`src/sv/ntv_pkg.sv`:
```
// ----------------------------------------------------------------------------
// ntv_pkg: shared types and constants for the numeric text validator
// character codes, scan phase encoding and the payload width
// ----------------------------------------------------------------------------
package ntv_pkg;

  localparam int CH_W = 8;

  typedef logic [CH_W-1:0] ch_t;

  // character codes
  localparam ch_t CH_NUL   = 8'h00;
  localparam ch_t CH_SPACE = 8'h20;
  localparam ch_t CH_TAB   = 8'h09;
  localparam ch_t CH_PLUS  = 8'h2b;
  localparam ch_t CH_MINUS = 8'h2d;
  localparam ch_t CH_POINT = 8'h2e;
  localparam ch_t CH_EXP_L = 8'h65;
  localparam ch_t CH_EXP_U = 8'h45;
  localparam ch_t CH_ZERO  = 8'h30;
  localparam ch_t CH_NINE  = 8'h39;

  // recognizer phases
  typedef enum logic [3:0] {
    PH_LEAD   = 4'd0,
    PH_SIGN   = 4'd1,
    PH_INT    = 4'd2,
    PH_PT     = 4'd3,
    PH_FRAC   = 4'd4,
    PH_EXP    = 4'd5,
    PH_ESIGN  = 4'd6,
    PH_EDIG   = 4'd7,
    PH_TRAIL  = 4'd8,
    PH_REJECT = 4'd9
  } phase_t;

endpackage

```
`src/sv/numeric_text_validator_unit.sv`:
```
// ----------------------------------------------------------------------------
// numeric_text_validator_unit: decimal number literal recognizer
// walks one character per request through a small automaton and reports,
// at each zero terminator, whether the string was a decimal number
// ----------------------------------------------------------------------------
// output: a verdict is registered into the result buffer when its terminator is accepted
// throughput: one character per cycle while the skid entry is empty, set by the single phase register
// a two-entry result buffer keeps input flowing while a verdict waits
// reset: synchronous active-low; phase returns to leading whitespace and
// the result buffer empties
module numeric_text_validator_unit (
  input  logic                      clk,
  input  logic                      rst_n,
  input  logic                      in_valid,
  output logic                      in_stall,
  input  logic [ntv_pkg::CH_W-1:0]  in_ch,
  output logic                      out_valid,
  input  logic                      out_stall,
  output logic                      out_is_number
);

  import ntv_pkg::*;

  phase_t phase_r, phase_nxt;
  logic   out_valid_r, out_valid_nxt;
  logic   out_r, out_nxt;
  logic   skid_valid_r, skid_valid_nxt;
  logic   skid_r, skid_nxt;

  logic   accept, is_term, push, drain, verdict;
  logic   is_digit, is_blank, is_sign, is_exp, is_point;

  // character classes
  assign is_digit = (in_ch >= CH_ZERO) && (in_ch <= CH_NINE);
  assign is_blank = (in_ch == CH_SPACE) || (in_ch == CH_TAB);
  assign is_sign  = (in_ch == CH_PLUS) || (in_ch == CH_MINUS);
  assign is_exp   = (in_ch == CH_EXP_L) || (in_ch == CH_EXP_U);
  assign is_point = (in_ch == CH_POINT);

  // handshake
  assign in_stall = skid_valid_r;
  assign accept   = in_valid && !skid_valid_r;
  assign is_term  = (in_ch == CH_NUL);
  assign push     = accept && is_term;
  assign drain    = out_valid_r && !out_stall;

  // accepting phases
  always_comb begin
    case (phase_r) inside
      PH_INT, PH_FRAC, PH_EDIG, PH_TRAIL: verdict = 1'b1;
      default:                            verdict = 1'b0;
    endcase
  end

  // phase register
  always_ff @(posedge clk) begin
    if (!rst_n) begin
      phase_r <= PH_LEAD;
    end else begin
      phase_r <= phase_nxt;
    end
  end

  // next phase
  always_comb begin
    phase_nxt = phase_r;
    if (accept) begin
      if (is_term) begin
        phase_nxt = PH_LEAD;
      end else begin
        case (phase_r)
          PH_LEAD: begin
            if (is_blank)      phase_nxt = PH_LEAD;
            else if (is_sign)  phase_nxt = PH_SIGN;
            else if (is_digit) phase_nxt = PH_INT;
            else if (is_point) phase_nxt = PH_PT;
            else               phase_nxt = PH_REJECT;
          end
          PH_SIGN: begin
            if (is_digit)      phase_nxt = PH_INT;
            else if (is_point) phase_nxt = PH_PT;
            else               phase_nxt = PH_REJECT;
          end
          PH_INT: begin
            if (is_digit)      phase_nxt = PH_INT;
            else if (is_point) phase_nxt = PH_FRAC;
            else if (is_exp)   phase_nxt = PH_EXP;
            else if (is_blank) phase_nxt = PH_TRAIL;
            else               phase_nxt = PH_REJECT;
          end
          PH_PT: begin
            if (is_digit)      phase_nxt = PH_FRAC;
            else               phase_nxt = PH_REJECT;
          end
          PH_FRAC: begin
            if (is_digit)      phase_nxt = PH_FRAC;
            else if (is_exp)   phase_nxt = PH_EXP;
            else if (is_blank) phase_nxt = PH_TRAIL;
            else               phase_nxt = PH_REJECT;
          end
          PH_EXP: begin
            if (is_sign)       phase_nxt = PH_ESIGN;
            else if (is_digit) phase_nxt = PH_EDIG;
            else               phase_nxt = PH_REJECT;
          end
          PH_ESIGN: begin
            if (is_digit)      phase_nxt = PH_EDIG;
            else               phase_nxt = PH_REJECT;
          end
          PH_EDIG: begin
            if (is_digit)      phase_nxt = PH_EDIG;
            else if (is_blank) phase_nxt = PH_TRAIL;
            else               phase_nxt = PH_REJECT;
          end
          PH_TRAIL: begin
            if (is_blank)      phase_nxt = PH_TRAIL;
            else               phase_nxt = PH_REJECT;
          end
          default: begin
            phase_nxt = PH_REJECT;
          end
        endcase
      end
    end
  end

  // result buffer: output register plus skid entry
  always_comb begin
    out_valid_nxt  = out_valid_r;
    out_nxt        = out_r;
    skid_valid_nxt = skid_valid_r;
    skid_nxt       = skid_r;
    if (skid_valid_r) begin
      if (drain) begin
        out_nxt        = skid_r;
        skid_valid_nxt = 1'b0;
      end
    end else if (push) begin
      if (!out_valid_r || drain) begin
        out_valid_nxt = 1'b1;
        out_nxt       = verdict;
      end else begin
        skid_valid_nxt = 1'b1;
        skid_nxt       = verdict;
      end
    end else if (drain) begin
      out_valid_nxt = 1'b0;
    end
  end

  always_ff @(posedge clk) begin
    if (!rst_n) begin
      out_valid_r  <= 1'b0;
      skid_valid_r <= 1'b0;
    end else begin
      out_valid_r  <= out_valid_nxt;
      skid_valid_r <= skid_valid_nxt;
    end
  end

  // result payload, no reset needed
  always_ff @(posedge clk) begin
    out_r  <= out_nxt;
    skid_r <= skid_nxt;
  end

  assign out_valid     = out_valid_r;
  assign out_is_number = out_r;

endmodule
```
`config.mk`:
```
export PLATFORM = sky130hd
export DESIGN_NAME = numeric_text_validator_unit
export DESIGN_NICKNAME = d
export VERILOG_FILES = /design/src/sv/ntv_pkg.sv /design/src/sv/numeric_text_validator_unit.sv
export SDC_FILE = /design/constraint.sdc
export NUM_CORES = 1
export LEC_CHECK = 0
export BUFFER_PORTS_ARGS = -buffer_cell sky130_fd_sc_hd__buf_4
export CAP_MARGIN = 20
export CELL_PAD_IN_SITES_DETAIL_PLACEMENT = 1
export CELL_PAD_IN_SITES_GLOBAL_PLACEMENT = 2
export CORE_UTILIZATION = 28
export DETAILED_ROUTE_END_ITERATION = 10
export MAX_ROUTING_LAYER = met4
export PLACE_DENSITY = 0.73
export SKIP_CTS_REPAIR_TIMING = 1
export SLEW_MARGIN = 25
export SYNTH_ARGS = -nofsm -noshare
export SYNTH_HDL_FRONTEND = slang
export SYNTH_SLANG_ARGS = --single-unit
```
`constraint.sdc`:
```
create_clock -name clk -period 1.71 [get_ports clk]
set_clock_uncertainty 0.15 [all_clocks]
set_input_delay 0.342 -clock clk [delete_from_list [all_inputs] [get_ports clk]]
set_output_delay 0.342 -clock clk [all_outputs]
set_load 0.05 [all_outputs]
```
### Yosys cells after proc, flatten, opt, wreduce, memory -nomap -nowiden

Cells that the tools add are included.

* flip-flop bits (word level): 8
* input bits: 12

* mux-type cells: 27
* reductions and logical operators: 20
* order comparisons: 2
* bitwise operators: 2
* equality and inequality tests: 17

Operators by type and width (count)
* $mux 4: 13
* $pmux 4 s9: 1
* $eq 8x6->1 const B: 4
* $eq 4x3->1 const B: 4
* $eq 8x7->1 const B: 2
* $mux 1: 13
* $reduce_and 3->1: 3
* $eq 4x2->1 const B: 2
* $eq 8x4->1 const B: 1
* $ge 8x6->1 const B: 1
* $le 8x6->1 const B: 1
* $logic_not 8->1: 1
* $reduce_bool 2->1: 3
* $eq 4x1->1 const B: 1
* $eq 4x4->1 const B: 1
* $logic_and 1x1->1: 4
* $logic_not 4->1: 1
* $logic_or 1x1->1: 4
* $ne 2x1->1 const B: 2
* $reduce_or 4->1: 1
* $logic_not 1->1: 3
* $not 1->1: 2

### Longest topological paths before layout

Gate-level depths: netlist of run 1.

* depth after elaboration: 8
* gate-level depth with buffers: 6

### Worst setup path after synthesis of run 1

OpenSTA, ideal clock, no wires.

* kind: register -> register
* from: register skid_valid_r, in the netlist in_stall
* to: register phase_r[1]
* setup time: 60 ps
* period minus slack after synthesis: 1741 ps
* buffers on the path: 0
* arrival: 1531 ps
* setup slack: -31 ps
* stages on the path, launching flop included: 6
* path through: dfxtp_1 nand2b_1 a311o_1 or2_0 a21oi_1 a32o_1

* word-level cells in the longest chain between the ends: 2

RTL lines
* from (decl): RTL line numeric_text_validator_unit.sv:27 `logic skid_valid_r, skid_valid_nxt;`
* from (signal assigned): RTL line numeric_text_validator_unit.sv:157 `skid_valid_r <= skid_valid_nxt;`
* $logic_not 1->1: RTL line numeric_text_validator_unit.sv:42 `assign accept = in_valid && !skid_valid_r;`
* $logic_and 1x1->1: RTL line numeric_text_validator_unit.sv:42
* to (signal assigned): RTL line numeric_text_validator_unit.sv:60 `phase_r <= phase_nxt;`
* to (decl): RTL line numeric_text_validator_unit.sv:24 `phase_t phase_r, phase_nxt;`

Every way passes these cells.
A chain may end at the register's enable or synchronous reset.

### Worst setup path after layout of run 1

* from: input port in_ch[1] (netlist bit)
* to: register out_r, in the netlist out_is_number (enable)

* word-level cells in the longest chain between the ends: 4

RTL lines
* from (decl): RTL line numeric_text_validator_unit.sv:16 `input logic [ntv_pkg::CH_W-1:0] in_ch,`
* $logic_not 8->1: RTL line numeric_text_validator_unit.sv:43 `assign is_term = (in_ch == CH_NUL);`
* $logic_and 1x1->1: RTL line numeric_text_validator_unit.sv:44 `assign push = accept && is_term;`
* $reduce_bool 2->1 (no source line)
* $reduce_and 3->1 (no source line)
* to (signal assigned): RTL line numeric_text_validator_unit.sv:163 `out_r <= out_nxt;`
* to (decl): RTL line numeric_text_validator_unit.sv:26 `logic out_r, out_nxt;`

Every way passes these cells.

==> results of run 1 <==
worst max-delay path: stages:
cell     delay [ns]
buf_4          0.13
nor4_1         0.40
nand3_1        0.15
nor2_1         0.19
a21oi_1        0.06
a21oi_1        0.14
cells by family after synthesis:
family | count (synthesis)
AND/OR/NAND/NOR | 47
AO/OA/AOI/OAI | 32
buffers and inverters | 9
flip-flops | 8
XOR/XNOR | 2
multiplexers | 2
worst max-delay path by stage:
| stage | from | endpoint | slack [ns] | cells past startpoint |
|---|---|---|---|---|
| 5_1_grt | in_stall | phase_r[0] | 0.03 | 6 |
| 3_3_place_gp | in_ch[1] | out_is_number | -0.11 | 6 |
| 3_5_place_dp | in_ch[1] | out_is_number | -0.15 | 6 |
| 6_report | in_ch[1] | out_is_number | 0.11 | 6 |
| 2_1_floorplan | in_ch[1] | phase_r[3] | 0.1 | 5 |
| 4_1_cts | phase_r[0] | out_is_number | 0.06 | 4 |
metal layers:
layer	vias up	share of wire	GRT usage
li1	445	-	-
met5	-	0	-
met4	0	0.0050	0.0256
met2	15	0.49	0.299
met3	2	0.028	0.0583
met1	423	0.48	0.238
layout make-up:
type / count / area share
Multi-Input combinational cell: 83 / 0.513
Timing Repair Buffer: 32 / 0.233
Sequential cell: 8 / 0.177
Tap cell: 30 / 0.0365
Clock buffer: 4 / 0.0255
Inverter: 4 / 0.0146
stage by stage:
step / setup TNS (ns) / hold WS, ns
final: 0 / 0.226
after global routing: 0 / 0.214
after CTS: 0 / 0.222
after detailed placement: -0.644 / 0.422
after global placement: -0.463 / 0.385
after floorplan: 0 / 0.331
power by group through the flow:
stage                     sequential [mW]  clock [mW]  combinational, mW
final                               0.214       0.161              0.146
after global routing                0.216       0.186              0.161
after CTS                           0.213       0.166              0.146
after detailed placement            0.217           0              0.146
after global placement              0.217           0              0.143
after floorplan                     0.206           0             0.0785
registers in the layout (all words and copies together), names as in the netlist:
name and cells:
in_stall 1, skid_r 1, out_is_number 1, out_valid 1, phase_r 4
cells in the final DEF (no fill, tap or decap), types with 3 or more instances in the layout:
cell type	instances
a21oi_1	8
buf_4	32
clkbuf_4	3
dfxtp_1	4
inv_1	4
nand2_1	7
nand3_1	7
nor2_1	7
nor2b_1	3
nor3_1	4
o211ai_1	5
o21ai_0	8
==> impl_summary.txt, run 1 <==
----------------------------------------------------
[Clock network]
  Root Buffer Master ... clkbuf_4
  CTS sink cnt ... 8
  Clock tree from TritonCTS ... built
  Later-pin clock latency in the skew report ... 0.26 ns
  Clock-pin slew of the registers on the worst-case setup and hold paths ... ~0.060 ns
  TritonCTS Buffers ... 3
  H-tree levels ... 1
  CTS max path bufs ... 2

[Place]
  Count of placed standard cells including taps ... between 150 and 200
  Placer congestion estimate ... 0.839
  Half-perimeter wire length after detailed placement ... 2.03 mm
  Post-Place Cell Area ... 0.00100 mm2
  Setup slack after placement ... -0.148 ns
  Count of buffers from port buffering ... 14

[Synthesis]
  Cell count after synthesis ... 100
  Post-Synth XOR/XNOR Area ... 0.0230
  Net count after synthesis ... 112
  Simple logic cell fraction of the synthesized area ... 0.367
  Yosys cell types ... just over 40
  Mapped Avg Cell Area ... between 7 and 8 um2
  Top cell types by occurrence after synthesis ... o21ai_0, a21oi_1, nand2_1, nand3_1, nor2_1
  Top cells by area, synth ... dfxtp_1, edfxtp_1, o21ai_0
  Number of storage elements in the synthesis netlist ... 8
  Share of flip-flops with an asynchronous set or reset ... 0
  Number of synthesized flops with an enable pin ... 2
  Post-synthesis sequential area ratio ... 0.236
  Dominant synthesized flop cell ... dfxtp_1
  Largest area contributor in the synthesized netlist ... dfxtp_1
  Synthesized area ... approximately 760 um2
  Dominant combinational cell family by area after synthesis ... simple AND/OR/NAND/NOR gates
  Warnings, synthesis ... 0
  Share of Yosys cell area claimed by the top area cell type ... 0.157
  Most frequently used cell type in the post-synthesis netlist ... o21ai_0
  Compound-cell area share of the yosys netlist ... 0.272
  Arithmetic-cell share of the synthesized area counting full adders, half adders and majority gates ... 0
  Fraction of synthesized area in multiplexers ... 0.0295

[Global routing]
  Antenna violations before repair ... 0
  Wire length of the first global-routing pass ... 3.81 mm
  Pin count of the biggest net entering global routing ... 12
  Number of global-route vias before repair ... 840
  Global Route Usage Sum ... 0.188
  Overall overflow remaining after global route ... 0

[Critical path]
  Depth of the worst register-to-register path ... 6
  Element type at the critical path start ... input pin
  Arrival time reported for the critical path endpoint ... 1.42 ns
  Data required time of the worst path ... 1.53 ns
  Register-to-register setup slack ... 0.16 ns
  Max Fanout on Critical Path ... 6
  Critical Setup Path Class ... input pin to flip-flop
  CP endpoint kind ... flip-flop
  Endpoint of the most critical register-to-register path ... phase_r[0]
  Worst flop-to-flop path startpoint ... in_stall

[Layout]
  Ant. Diodes ... 0
  Fin util ... 0.408
  Net total in the final layout ... 144
  Post-route design area ... approximately 0.0010 mm2
  Layout area overhead ... 34.9%
  Combined area of the multi-input logic cells ... around 530 um2
  Layout cell share with drive strength beyond 1 ... 0.344
  Register area ... 183 um2
  Count of non-filler cells in the finished layout ... 161
  Count of fill cells added during filler insertion ... 330

[Detailed routing]
  DRC viols ... 0
  First-pass iteration count of the detailed router ... 4
  Post-Route WL ... 2.39 mm
  Detailed Route Iter0 Violations ... 8
  Post-DRT Antenna Nets ... 0
  Via density ... 5.50
  Routed len/inst ... roughly 15 um
  Total via count in the routed design ... 885

[STA]
  Headroom to the max-slew limit ... 0.739
  Unrepaired setup endpoints after global routing ... false
  Final-report hold violation count ... 0
  Shortest period the worst path allows ... 1.60 ns
  Smallest setup slack after layout ... 0.114 ns
  Highest achievable clock rate ... roughly 630 MHz
  Portion of the clock cycle consumed by the worst path in the final layout ... 0.934
  Slew at the pin closest to its max-slew limit ... 0.388 ns
  Setup Viol. Count Final ... 0
  Final number of max-transition violations ... 0

[Floorplan]
  Standard-cell rows ... 18
  Core footprint ... 0.00252 mm2
  Initial core utilization ... 0.303
  Die width ... 54.2 um
  Die area ... 0.00294 mm2
  IO Count ... 15
  Die height ... approximately 54 um

[Power and ir drop]
  Int Pwr ... approximately 0.37 mW
  Clock power frac ... 0.309
  Leakage Power ... roughly 0.41 nW
  Flop pwr share ... 0.411
  Peak supply drop ... 0.000411 V
  Power density cells ... 506 mW/mm2
  Combinational share of power ... 0.280
  Tot Pwr ... approximately 0.52 mW
  Switching part of the total ... 0.297
  Switching component of the power ... 0.155 mW

[Worst hold path]
  Path class of the lowest-slack min-delay path ... input pin to flip-flop
  Worst min-delay path startpoint ... rst_n
  Hold path depth ... 3
  Destination of the worst hold path ... phase_r[2]

[Flow run]
  Maximum capacitance violations ... 0

[Status]
  Run status ... finished clean

----------------------------------------------------
Power figures use the tool's default switching activity.
==> inputs of run 2 (changes only) <==
- CORE_UTILIZATION: 28 -> 30
- PLACE_DENSITY: 0.73 -> 0.78
- SLEW_MARGIN: 25 -> 0
==> impl_summary.txt, run 2 (synthesized netlist as in run 1, its figures left out) <==
----------------------------------------------------
[Status]
  Run status ... finished clean (unchanged)

[Critical path]
  Kind of cell with the highest combined delay on the critical path ... simple AND/OR/NAND/NOR gates (unchanged)
  Biggest cell delay along the critical path ... 0.53 ns (was 0.40 ns)
  Max Fanout on Critical Path ... 6 (unchanged)
  Cells traversed along the worst timing path ... buf_4 > or4_1 > a211oi_2 > nor4_1 > nor3_1 > a31oi_1 (was buf_4 > nor4_1 > nand3_1 > nor2_1 > a21oi_1 > a21oi_1)
  Crit path buf inv count ... 1 (unchanged)
  Slowest cell on crit path ... or4_1 (was nor4_1)
  Data required time of the worst path ... 1.69 ns (was 1.53 ns)
  Arrival time reported for the critical path endpoint ... 1.57 ns (was 1.42 ns)
  CP endpoint kind ... flip-flop (unchanged)
  Critical Setup Path Class ... input pin to flip-flop (unchanged)
  Element type at the critical path start ... input pin (unchanged)

[Global routing]
  Antenna violations before repair ... 0 (unchanged)
  Overall overflow remaining after global route ... 0 (unchanged)
  Wire length of the first global-routing pass ... 4.11 mm (was 3.81 mm)
  Number of global-route vias before repair ... 876 (was 840)
  Pin count of the biggest net entering global routing ... 12 (unchanged)
  Global Route Usage Sum ... 0.207 (was 0.188)

[Floorplan]
  Die height ... 52.4 um (was 54.2 um)
  Die area ... 0.00275 mm2 (was 0.00294 mm2)
  Standard-cell rows ... 17 (was 18)
  Core footprint ... 0.00230 mm2 (was 0.00252 mm2)
  Initial core utilization ... 0.332 (was 0.303)
  Die width ... 52.4 um (was 54.2 um)
  IO Count ... 15 (unchanged)

[Layout]
  Layout cell share with drive strength beyond 1 ... 0.354 (was 0.344)
  Post-route design area ... 0.00103 mm2 (unchanged)
  Most common library cell in the layout ignoring fill and taps ... buf_4 (unchanged)
  Layout area overhead ... 34.9% (unchanged)
  Register area ... 183 um2 (unchanged)
  Reg with most FFs ... phase_r (unchanged)
  Ant. Diodes ... 0 (unchanged)
  Net total in the final layout ... 144 (unchanged)
  Count of fill cells added during filler insertion ... 306 (was 330)
  Max reg flops ... 4 (unchanged)
  Combined area of the multi-input logic cells ... 534 um2 (was 528 um2)
  Most frequent cells in the layout ... buf_4, o21ai_0, a21oi_1 (was buf_4, a21oi_1, o21ai_0)

[STA]
  Setup Viol. Count Final ... 0 (unchanged)
  Headroom to the max-slew limit ... 0.738 (was 0.739)
  Final number of max-transition violations ... 0 (unchanged)
  Slew at the pin closest to its max-slew limit ... 0.392 ns (was 0.388 ns)
  Portion of the clock cycle consumed by the worst path in the final layout ... 0.930 (was 0.934)
  Unrepaired setup endpoints after global routing ... false (unchanged)
  Highest achievable clock rate ... 629 MHz (was 626 MHz)
  Shortest period the worst path allows ... 1.59 ns (was 1.60 ns)
  Final-report hold violation count ... 0 (unchanged)

[Clock network]
  H-tree levels ... 1 (unchanged)
  TritonCTS Buffers ... 3 (unchanged)
  CTS sink cnt ... 8 (unchanged)
  Root Buffer Master ... clkbuf_4 (unchanged)
  Later-pin clock latency in the skew report ... 0.25 ns (was 0.26 ns)
  Clock tree from TritonCTS ... built (unchanged)
  CTS max path bufs ... 2 (unchanged)
  Clock-pin slew of the registers on the worst-case setup and hold paths ... 0.05 ns (was 0.06 ns)

[Detailed routing]
  Via density ... 5.73 (was 5.50)
  DRC viols ... 0 (unchanged)
  Routed len/inst ... 15.5 um (was 14.8 um)
  Detailed Route Iter0 Violations ... 9 (was 8)
  Post-DRT Antenna Nets ... 0 (unchanged)
  First-pass iteration count of the detailed router ... 5 (was 4)
  Post-Route WL ... 2.44 mm (was 2.39 mm)
  Total via count in the routed design ... 906 (was 885)

[Place]
  Post-Place Cell Area ... 1000 um2 (was 0.00100 mm2)
  Half-perimeter wire length after detailed placement ... 1.97 mm (was 2.03 mm)
  Count of buffers from port buffering ... 14 (unchanged)
  Placer congestion estimate ... 0.863 (was 0.839)

[Power and ir drop]
  Leakage Power ... 0.406 nW (was 0.408 nW)
  Tot Pwr ... 0.508 mW (was 0.521 mW)
  Peak supply drop ... 0.000378 V (was 0.000411 V)
  Power density cells ... 493 mW/mm2 (was 506 mW/mm2)

[Flow run]
  Maximum capacitance violations ... 0 (unchanged)

[Worst hold path]
  Path class of the lowest-slack min-delay path ... input pin to flip-flop (unchanged)

----------------------------------------------------
-- run 2: routing by layer --
metal  up-vias  routed length (um)  global-route usage
met5         -                   0                   -
met4         0                   0              0.0263
li1        446                   -                   -
met3         0                  79              0.0348
met1       436                1150               0.267
met2        24                1210               0.348
-- run 2: per-stage QoR --
step	utilization	hold slack, ns	setup slack (ns)	setup TNS (ns)	std cells
floorplan	-	0.331	0.0989	0	100
global placement	0.435	0.383	-0.123	-0.591	155
detailed placement	0.435	0.392	-0.164	-0.851	155
CTS	0.445	0.237	0.0595	0	158
global route	0.448	0.269	0.0360	0	158
finish	0.448	0.243	0.119	0	158
-- run 2: worst paths after layout --
kind             from            end  slack [ns]  cells past startpoint
max          in_ch[1]     phase_r[3]        0.12                      6
min             rst_n      out_valid        0.24                      3
max reg2reg  in_stall     phase_r[0]        0.12                      6
min reg2reg    skid_r  out_is_number        0.41                      1
-- run 2: area by class of cell --
type | instances | share of cell area
multi-input combinational | 83 | 0.519
tap | 28 | 0.0340
sequential | 8 | 0.177
inverter | 4 | 0.0146
timing repair buffer | 32 | 0.233
clock buffer | 3 | 0.0219
-- run 2: tightest hold or removal path, cell delays in order --
cell and delay (ns):
buf_4 0.09, inv_1 0.06, a21oi_1 0.11
-- run 2: where the power goes --
group | switching [mW] | internal (mW) | total [mW]
clock network | 0.0628 | 0.0802 | 0.143
registers | 0.0130 | 0.200 | 0.213
logic | 0.0738 | 0.0778 | 0.152
==> inputs of run 3 (changes only) <==
- CORE_MARGIN: not set -> 1.5
==> impl_summary.txt, run 3 (synthesized netlist as in run 1, its figures left out) <==
----------------------------------------------------
[Critical path]
  Kind of cell with the highest combined delay on the critical path ... simple AND/OR/NAND/NOR gates (unchanged)
  CP endpoint kind ... flip-flop (unchanged)
  Critical Setup Path Class ... input pin to flip-flop (unchanged)
  Crit path buf inv count ... 2 (was 1)
  Cells traversed along the worst timing path ... buf_4 > or4_1 > a211oi_2 > buf_4 > a311oi_2 > o21ai_1 > o211ai_1 (was buf_4 > or4_1 > a211oi_2 > nor4_1 > nor3_1 > a31oi_1)
  Element type at the critical path start ... input pin (unchanged)
  Max Fanout on Critical Path ... 5 (was 6)
  Arrival time reported for the critical path endpoint ... 1.61 ns (was 1.57 ns)
  Biggest cell delay along the critical path ... 0.53 ns (about the same)
  Data required time of the worst path ... 1.69 ns (about the same)
  Cell repeated most along the worst path ... buf_4
  Slowest cell on crit path ... or4_1 (unchanged)
  Register-to-register setup slack ... 0.13 ns (was 0.12 ns)

[Power and ir drop]
  Switching part of the total ... 0.301 (was 0.295)
  Int Pwr ... 0.357 mW (was 0.358 mW)
  Tot Pwr ... 0.511 mW (was 0.508 mW)
  Power density cells ... 502 mW/mm2 (was 493 mW/mm2)
  Leakage Power ... 0.394 nW (was 0.406 nW)
  Clock power frac ... 0.289 (was 0.282)
  Flop pwr share ... 0.418 (was 0.420)
  Combinational share of power ... 0.293 (was 0.299)
  Peak supply drop ... 0.000357 V (was 0.000378 V)
  Switching component of the power ... 0.154 mW (was 0.150 mW)

[Clock network]
  H-tree levels ... 1 (unchanged)
  Root Buffer Master ... clkbuf_4 (unchanged)
  Clock tree from TritonCTS ... built (unchanged)
  Later-pin clock latency in the skew report ... 0.25 ns (about the same)
  Clock-pin slew of the registers on the worst-case setup and hold paths ... 0.05 ns (about the same)
  TritonCTS Buffers ... 3 (unchanged)
  CTS sink cnt ... 8 (unchanged)
  CTS max path bufs ... 2 (unchanged)

[Floorplan]
  Core footprint ... 0.00243 mm2 (was 0.00230 mm2)
  Die area ... 0.00286 mm2 (was 0.00275 mm2)
  Die height ... 53.4 um (was 52.4 um)
  Standard-cell rows ... 18 (was 17)
  Initial core utilization ... 0.314 (was 0.332)
  IO Count ... 15 (unchanged)
  Die width ... 53.4 um (was 52.4 um)

[STA]
  Headroom to the max-slew limit ... 0.766 (was 0.738)
  Shortest period the worst path allows ... 1.63 ns (was 1.59 ns)
  Highest achievable clock rate ... 615 MHz (was 629 MHz)
  Smallest setup slack after layout ... 0.0831 ns (was 0.119 ns)
  Unrepaired setup endpoints after global routing ... false (unchanged)
  Portion of the clock cycle consumed by the worst path in the final layout ... 0.951 (was 0.930)
  Final number of max-transition violations ... 0 (unchanged)
  Setup TNS ... 0 ns (unchanged)
  Final-report hold violation count ... 0 (unchanged)
  Slew at the pin closest to its max-slew limit ... 0.351 ns (was 0.392 ns)
  Setup Viol. Count Final ... 0 (unchanged)
  Final worst hold slack ... 0.230 ns (was 0.243 ns)

[Layout]
  Count of fill cells added during filler insertion ... 316 (was 306)
  Most frequent cells in the layout ... buf_4, a21oi_1 (was buf_4, o21ai_0, a21oi_1)
  Most common library cell in the layout ignoring fill and taps ... buf_4 (unchanged)
  Count of non-filler cells in the finished layout ... 157 (was 158)
  Layout cell share with drive strength beyond 1 ... 0.354 (about the same)
  Reg with most FFs ... phase_r (unchanged)
  Ant. Diodes ... 0 (unchanged)
  Layout area overhead ... 33.3% (was 34.9%)
  Net total in the final layout ... 141 (was 144)
  Max reg flops ... 4 (unchanged)

[Place]
  Setup slack after placement ... -0.260 ns (was -0.164 ns)
  Count of buffers from port buffering ... 14 (unchanged)
  Half-perimeter wire length after detailed placement ... 1.90 mm (was 1.97 mm)
  Count of placed standard cells including taps ... 153 (was 155)
  Placer congestion estimate ... 0.870 (was 0.863)

[Global routing]
  Overall overflow remaining after global route ... 0 (unchanged)
  Number of global-route vias before repair ... 806 (was 876)
  Wire length of the first global-routing pass ... 3.87 mm (was 4.11 mm)
  Antenna violations before repair ... 0 (unchanged)
  Global Route Usage Sum ... 0.190 (was 0.207)
  Pin count of the biggest net entering global routing ... 12 (unchanged)

[Detailed routing]
  DRC viols ... 0 (unchanged)
  Routed len/inst ... 14.9 um (was 15.5 um)
  First-pass iteration count of the detailed router ... 4 (was 5)
  Post-DRT Antenna Nets ... 0 (unchanged)
  Via density ... 5.57 (was 5.73)
  Total via count in the routed design ... 875 (was 906)
  Post-Route WL ... 2.33 mm (was 2.44 mm)
  Detailed Route Iter0 Violations ... 13 (was 9)

[Flow run]
  Maximum capacitance violations ... 0 (unchanged)

[Status]
  Run status ... finished clean (unchanged)

[Worst hold path]
  Path class of the lowest-slack min-delay path ... input pin to flip-flop (unchanged)

----------------------------------------------------
-- run 3: cell types whose count changed in the layout (fill, tap and decap cells not counted) --
cell / delta
buf_4: -3
o21ai_0: -2
a311oi_2: +1
o21ai_1: +2
a311oi_1: -1
dfxtp_2: +1
dfxtp_1: -1
-- run 3: worst paths after layout --
kind | from | to | depth (start not counted)
worst min register to register | in_stall | in_stall | 2
worst max register to register | in_stall | phase_r[0] | 6
worst max-delay path | in_ch[1] | phase_r[0] | 7
worst min-delay path | rst_n | phase_r[2] | 3
-- run 3: metrics by stage --
stage / cell area (um2) / util
finish: 1020 / 0.418
global route: 1020 / 0.418
CTS: 995 / 0.409
detailed placement: 972 / 0.400
global placement: 972 / 0.400
floorplan: 764 / -
-- run 3: layout make-up --
type | count | area (um2) | area share
Sequential cell | 8 | 184 | 0.181
Multi-Input combinational cell | 83 | 541 | 0.531
Tap cell | 30 | 37.5 | 0.0369
Clock buffer | 3 | 22.5 | 0.0221
Inverter | 4 | 15.0 | 0.0148
Timing Repair Buffer | 29 | 218 | 0.214
-- run 3: power by group through the flow --
| stage | Sequential, mW | Combinational, mW | Clock [mW] |
|---|---|---|---|
| global route | 0.215 | 0.166 | 0.165 |
| CTS | 0.213 | 0.146 | 0.152 |
| floorplan | 0.206 | 0.0785 | 0 |
| global placement | 0.217 | 0.142 | 0 |
| detailed placement | 0.217 | 0.145 | 0 |
| finish | 0.213 | 0.150 | 0.148 |
-- run 3: routing by layer --
metal	up-vias	part of all wire	track usage
met5	-	0	-
li1	438	-	-
met4	0	0.0051	0.0256
met1	421	0.49	0.264
met3	2	0.022	0.0339
met2	14	0.48	0.292
-- run 3: tightest hold or removal path: stages --
cell and delay (ns):
buf_4 0.11, nand3_1 0.07, o21ai_0 0.07
